### src/hw/rtl/rdc_pkg.sv
// rdc_pkg: shared types and constants for the range distinct counter
// holds field widths, default sizes, mode codes, sequencer states and the presence-map control struct
// no dependencies
package rdc_pkg;

    localparam int FIELD_W         = 10;
    localparam int COUNT_W         = 11;
    localparam int IDX_W           = 21;
    localparam int DEF_ARRAY_DEPTH = 1024;
    localparam int DEF_VALUE_COUNT = 1024;

    localparam logic MODE_WRITE = 1'b0;
    localparam logic MODE_QUERY = 1'b1;

    typedef enum logic [2:0] {
        ST_INIT,
        ST_IDLE,
        ST_PRES,
        ST_MARK,
        ST_CLR,
        ST_DONE
    } rdc_state_t;

    typedef struct packed {
        logic rd_en;
        logic wr_en;
        logic wr_bit;
    } pres_ctrl_t;

endpackage

### src/hw/rtl/rdc_presence.sv
// rdc_presence: one bit per value, marks values already seen in the current query
// depends on rdc_pkg (pres_ctrl_t)
module rdc_presence
    import rdc_pkg::*;
#(
    parameter int VALUE_COUNT = DEF_VALUE_COUNT,
    localparam int VW = (VALUE_COUNT > 1) ? $clog2(VALUE_COUNT) : 1
)
(
    input  logic          clk,
    input  pres_ctrl_t    ctrl,
    input  logic [VW-1:0] addr,
    output logic          rd_bit
);

    logic mem [VALUE_COUNT];
    logic rd_bit_reg;

    always_ff @(posedge clk)
    begin
        if (ctrl.wr_en)
        begin
            mem[addr] <= ctrl.wr_bit;
        end
    end

    always_ff @(posedge clk)
    begin
        if (ctrl.rd_en)
        begin
            rd_bit_reg <= mem[addr];
        end
    end

    assign rd_bit = rd_bit_reg;

`ifndef SYNTH
    a_no_rd_wr_same_cycle: assert property (@(posedge clk) !(ctrl.rd_en && ctrl.wr_en))
        else $error("presence map read and write in one cycle");
`endif

endmodule
### config.mk
export PLATFORM = sky130hd
export DESIGN_NAME = rdc_presence
export DESIGN_NICKNAME = d
export VERILOG_FILES = /design/src/hw/rtl/rdc_pkg.sv /design/src/hw/rtl/rdc_presence.sv
export SDC_FILE = /design/constraint.sdc
export NUM_CORES = 1
export LEC_CHECK = 0
export BUFFER_PORTS_ARGS = -buffer_cell sky130_fd_sc_hd__buf_2
export CORE_ASPECT_RATIO = 0.75
export CORE_UTILIZATION = 37
export CTS_CLUSTER_DIAMETER = 80
export CTS_CLUSTER_SIZE = 14
export DETAILED_ROUTE_END_ITERATION = 16
export GPL_ROUTABILITY_DRIVEN = 0
export PLACE_DENSITY = 0.51
export SLEW_MARGIN = 40
export SYNTH_ARGS = -nofsm -noshare
export SYNTH_HDL_FRONTEND = slang
export SYNTH_SLANG_ARGS = --single-unit
### constraint.sdc
create_clock -name clk -period 5.8 [get_ports clk]
set_input_delay 1.16 -clock clk [delete_from_list [all_inputs] [get_ports clk]]
set_output_delay 1.16 -clock clk [all_outputs]
set_load 0.005 [all_outputs]
Word-level counts from Yosys, hierarchy flattened
Memory sizes are Yosys's and may differ from the RTL's. A register that Yosys moved wholly into a read port is not among the register bits.
Cells that the tools add are included.

storage, ports and cells
  RAM bits = 1024
  output and inout bits = 1
  bits in registers = 0
  word-level logic and storage cells = 3
  memories = 1
  bits of input ports = 14

memory list
  name  words  width  rd ports  clocked after Yosys merged registers in  wr ports  line                source
  mem   1024   1      1         1                                        1         rdc_presence.sv:16  logic mem [VALUE_COUNT];

operators by class
  mux-type cells = 2

operators by type and width
  cell               number
  1-bit two-way mux  2

Longest topological paths before layout
Gate-level depths: netlist of the first run.

  word-level depth = 2
  mapped depth = 12

Worst setup path after synthesis of the first run
Ideal clock, no wire load.

  path type = input port to flip-flop
  from = in addr[1]
  to = reg rd_bit_reg, in the netlist rd_bit (read register of mem) (data pin)
  cell stages on the path = 10
  arrival time = 2885 ps
  slack = 2646 ps
  required time = 5531 ps
  buffers on the path = 4
  cell sequence = buf_2 > buf_2 > buf_2 > buf_2 > mux2i_1 > nor2_1 > o31ai_1 > nor2_1 > o41ai_2 > nand3_1

RTL lines
  item         line                source
  from (decl)  rdc_presence.sv:12  input logic [VW-1:0] addr,
  to (decl)    rdc_presence.sv:17  logic rd_bit_reg;

==> flow_summary.toml, run 1 <==
[layout]
fill_cells = 11200
multi_input_area_um2 = 12300
area_growth_pct = 9.55
largest_register_ffs = 1024
finish.utilization_pct = 41.0
drive_gt1_share_pct = 10.0
instances_no_fill = 4837
diodes = 0
seq_area_um2 = 30800
nNetsFinal = 3291

[detailed_routing]
wl_met3_um = 11100
drt_pass1_iterations = 5
drcViolationCount = 0
highest_layer = "met5"
wirelength_met1_um = 65600
routed_wl_um = 142000
drt_iter0_drc = 3511
wl_per_cell_um = 29.3
num_vias = 27800
detail-route-antenna-nets = 0
avgViaCountPerCell = 5.75
wl_met2_um = 62400

[die]
die_h_um = 302
die_w_um = 402
pin_count = 15
die_area_um2 = 121000
start_util_pct = 37.5
floorplan.core_area_um2 = 118000
fp-row-count = 109

[yosys]
syn_area_per_cell_um2 = 13.2
ys_seq_area_share_pct = 69.4
netlist_instances = 3369
syn-num-nets = 3383
synthFlopType = "edfxtp_1"
synth_top_area_share_pct = 69.4
synth_edf_count = 1025
synth_most_common_cell = "nor2_1"
synth_area_um2 = 44300
yosys-top-cells-area = "edfxtp_1 69%, mux2i_1 10%, nor2_1 9.1%, o22ai_1 2.8%, mux4_2 1.6%"
yosysWarnings = 0
synth_seq_cells = 1025
synthTopCellsByCount = "1,080 x nor2_1, 1,025 x edfxtp_1, 456 x mux2i_1"
yosysUniqueCellTypes = 39
yosysTopAreaCell = "edfxtp_1"
async_flop_share_pct = 0

[setup_path]
slowest_delay_ns = 0.85
timing.rr.end = "rd_bit"
path_cells = "buf_2, or4b_2, o22ai_1, nor4_1, o2111ai_1, o31ai_1, o211ai_1, o41ai_2, nand3_1"
reg2reg_depth = 8
start_kind = "primary input"
cp_top_family = "compound AO/OA/AOI/OAI gates"
reg2reg_from = "mem[494]"
crit_fanout = 31
arrival_ns = 4.50
reg2reg_setup_slack_ns = 3.13
endpoint_kind = "flop"
worstSetupEndpoint = "rd_bit"
path_depth = 9
path_class = "primary input to flop"
cp.buffers_inverters = 1
crit_required_ns = 6.24
slowest_stage = "or4b_2"
worstSetupStartpoint = "addr[3]"

[global_routing]
grt_pass1_vias = 26500
antenna_found_initial = 6
track_usage_pct = 23.2
grt_overflow = 0
grt_pass1_wl_um = 201000
grt_max_degree = 155

[sta]
timing.hold.ws_ns = 0.796
finClkSkew_ns = 0.0310
min_period_ns = 4.06
slew_violations = 0
rsz0062_at_grt = "no"
period_share_pct = 70.0
clock.fmax_mhz = 246
layout_setup_ws_ns = 1.74
max_slew_margin_pct = 39.0
fin_tns_setup_ns = 0
worstMarginPinSlew_ns = 0.913
finalHoldViolCount = 0
setup_viol = 0

[power_and_ir_drop]
p_per_area_nw_per_um2 = 293
leakage_nw = 15.3
ir_drop_mv = 0.232

[clock_network]
cts_hold_buf = 0
numCtsBuffers = 84
clock_latency_ns = 0.70
cts_tree = "built"
htree_levels = 3
clock_sinks = 1025
post_cts_buffers = 0
clkSlewWorstSetupHoldPaths_ns = 0.07
cts_max_path_buffers = 3
clockRootBuffer = "clkbuf_16"
cts.repair.resized = 0

[outcome]
status = "complete, no violations"

[min_path]
min-delay-start = "ctrl[2]"
hp-class = "primary input to flop"

[run]
max_cap_viol_count = 0

[place]
place_inst = 4744
dpl.hpwl_um = 81200
portBuffers = 14
post-place-ws_ns = 1.12
## cells in the final DEF (no fill, tap or decap), types with 5 or more instances in the layout
| cell type | Yosys | routed |
|---|---|---|
| clkbuf_16 | 0 | 87 |
| nor3_1 | 18 | 18 |
| mux2i_1 | 456 | 456 |
| buf_2 | 117 | 11 |
| nand2_2 | 0 | 40 |
| buf_12 | 0 | 17 |
| nand3b_1 | 5 | 5 |
| o211ai_1 | 10 | 10 |
| nor4_1 | 44 | 44 |
| o2111ai_1 | 11 | 11 |
| o21ai_0 | 8 | 8 |
| o22ai_1 | 198 | 198 |
| and3_1 | 6 | 6 |
| nor2_1 | 1080 | 1080 |
| nand3_1 | 15 | 15 |
| nand2_4 | 0 | 5 |
| edfxtp_1 | 1025 | 1025 |
| nand2_1 | 82 | 37 |
| buf_4 | 18 | 110 |
| mux4_2 | 32 | 32 |
| a211oi_1 | 9 | 9 |
| nor3b_1 | 6 | 5 |
## cells by family after synthesis
| logic type | share of synthesized area [%] |
|---|---|
| AND/OR/NAND/NOR | 11.8 |
| flip-flops | 69.4 |
| multiplexers | 11.9 |
| buffers and inverters | 3.31 |
| AO/OA/AOI/OAI | 3.61 |
## layer usage
metal,vias up,GRT usage [%]
li1,11900,-
met5,-,0
met2,1163,34.8
met4,8,4.85
met1,14500,35.4
met3,166,3.70
## how the worst min path moves through the flow
stage | end | slack (ns) | cells after the start
floorplan | rd_bit | 0.84 | 6
global placement | rd_bit | 0.94 | 6
detailed placement | rd_bit | 0.92 | 6
CTS | rd_bit | 0.74 | 1
global route | rd_bit | 0.77 | 1
finish | rd_bit | 0.80 | 1
## cell type report
type                    count  area share, %
well taps                1554           4.00
inverters                   3         0.0232
multi-input cells        2022           25.4
clock inverters             4          0.131
repair buffers            141           2.63
clock buffers              88           4.49
flip-flops and latches   1025           63.4
## per-stage QoR
stage / area [um^2] / power, mW
2_1_floorplan: 44300 / 8.71
3_3_place_gp: 46200 / 9.06
3_5_place_dp: 46300 / 9.07
4_1_cts: 48500 / 14.3
5_1_grt: 48600 / 14.6
6_report: 48600 / 14.2
## where the power goes
group | total (mW) | internal [mW] | leakage, nW | switching (mW)
registers | 8.15 | 8.15 | 9.21 | 0.00320
clock network | 5.32 | 2.70 | 1.10 | 2.62
logic | 0.764 | 0.220 | 5.00 | 0.544
total | 14.2 | 11.1 | 15.3 | 3.17
Power figures use the tool's default switching activity.
==> run 2, diff against run 1 <==
Settings changed: PLACE_DENSITY 0.51 to 0.53.
Clock period 5.8 ns to 3.3 ns, I/O delays scaled along.
==> run 2 against run 1 <==
  * Total power up 76%
  * Count of clock-buffer cells in the layout down 1
  * Design area up 5.0%
  * Flip-flop and latch count unchanged
  * Critical path type unchanged
==> flow_summary.toml, run 2 (same netlist as run 1, synthesis figures left out) <==
[outcome]
status = "complete, no violations"

[min_path]
hp-class = "primary input to flop"

[global_routing]
antenna_found_initial = 7
grt_max_degree = 223
grt_pass1_vias = 27500
grt_pass1_wl_um = 204000
track_usage_pct = 23.6
grt_overflow = 0

[sta]
max_slew_margin_pct = 49.6
finClkSkew_ns = 0.0204
finalHoldViolCount = 0
layout_setup_ws_ns = 0.185
setup_viol = 0
clock.fmax_mhz = 321
min_period_ns = 3.11
fin_tns_setup_ns = 0
period_share_pct = 94.4
slew_violations = 0
rsz0062_at_grt = "no"
worstMarginPinSlew_ns = 0.756

[clock_network]
clkSlewWorstSetupHoldPaths_ns = 0.07
clock_latency_ns = 0.69
numCtsBuffers = 83
htree_levels = 3
cts_tree = "built"
clock_sinks = 1025
post_cts_buffers = 0
cts.repair.resized = 0
cts_hold_buf = 0
cts_max_path_buffers = 3
clockRootBuffer = "clkbuf_16"

[power_and_ir_drop]
p_per_area_nw_per_um2 = 491
ir_drop_mv = 0.376
leakage_nw = 16.7

[layout]
layout_commonest_cell = "nor2_1"
nNetsFinal = 3547
drive_gt1_share_pct = 16.1
finish.utilization_pct = 43.1
area_growth_pct = 15.0
instances_no_fill = 5094
layout_common_cells = "1,080 x nor2_1, 1,025 x edfxtp_1, 456 x mux2i_1"
largest_register_ffs = 1024

[setup_path]
slowest_delay_ns = 0.80
path_cells = "buf_2, or4b_2, buf_4, buf_4, o22ai_1, nor4_1, o2111ai_1, nor3_1, nor4_1, buf_4, a211oi_1, nand3_1"
path_class = "primary input to flop"
crit_required_ns = 3.84
arrival_ns = 3.65
start_kind = "primary input"
endpoint_kind = "flop"
critPathMostFrequentCell = "buf_4"
slowest_stage = "or4b_2"
crit_fanout = 22

[detailed_routing]
wl_per_cell_um = 28.3
num_vias = 28800
drt_pass1_iterations = 5
detail-route-antenna-nets = 0
routed_wl_um = 144000
drcViolationCount = 0
drt_iter0_drc = 3908
avgViaCountPerCell = 5.65

[die]
fp-row-count = 109
floorplan.core_area_um2 = 118000
pin_count = 15
die_w_um = 402
die_h_um = 302
die_area_um2 = 121000
start_util_pct = 37.5

[place]
dpl.hpwl_um = 86000
post-place-ws_ns = -0.463
place_inst = 5001
portBuffers = 14

[run]
max_cap_viol_count = 0
-- run 2: cell count changes in the layout (fill, tap and decap cells not counted), sizes merged --
cell | before | now
diode | 0 | 2
buf | 141 | 398
clkbuf | 88 | 87
bufinv | 1 | 0
clkinv | 2 | 3
inv | 4 | 3
-- run 2: worst max-delay path: cells and delay by family --
family	cells	cell delay, ns
buf+inv	4	0.91
simple gates	5	1.55
compound gates	3	0.49
-- run 2: routing by layer --
layer  vias up  global-route usage, %  share of wire [%]
li1      12500                      -                  -
met1     14900                   36.2                 46
met2      1211                   34.7                 43
met3       170                   4.15                9.0
met4         0                   5.18                2.1
met5         -                      0                  0
-- run 2: path summary, 6_finish.rpt --
kind	from	to	slack, ns	cells after the start
min	ctrl[2]	rd_bit	0.29	1
max reg2reg	mem[404]	rd_bit	0.65	7
min reg2reg	mem[953]	rd_bit	1.08	7
max	addr[4]	rd_bit	0.19	12
-- run 2: final cells by class --
cell class / instances / area [um^2]
Fill cell: 11000 / 67400
Sequential cell: 1025 / 30800
Clock inverter: 3 / 30.0
Inverter: 3 / 11.3
Antenna cell: 2 / 5.00
Timing Repair Buffer: 398 / 3820
Tap cell: 1554 / 1940
Clock buffer: 87 / 2160
Multi-Input combinational cell: 2022 / 12300
-- run 2: metrics by stage --
step / cell area (um^2) / hold slack [ns] / power, mW
floorplan: 44300 / 0.759 / 15.3
global placement: 48800 / 0.968 / 16.2
detailed placement: 48800 / 0.960 / 16.2
CTS: 51000 / 0.248 / 25.2
global route: 51000 / 0.290 / 25.7
finish: 51000 / 0.286 / 25.0
-- run 2: power breakdown --
part | switching [mW] | internal, mW
clock | 4.53 | 4.60
combinational | 1.00 | 0.582
sequential | 0.00467 | 14.3
total | 5.53 | 19.5
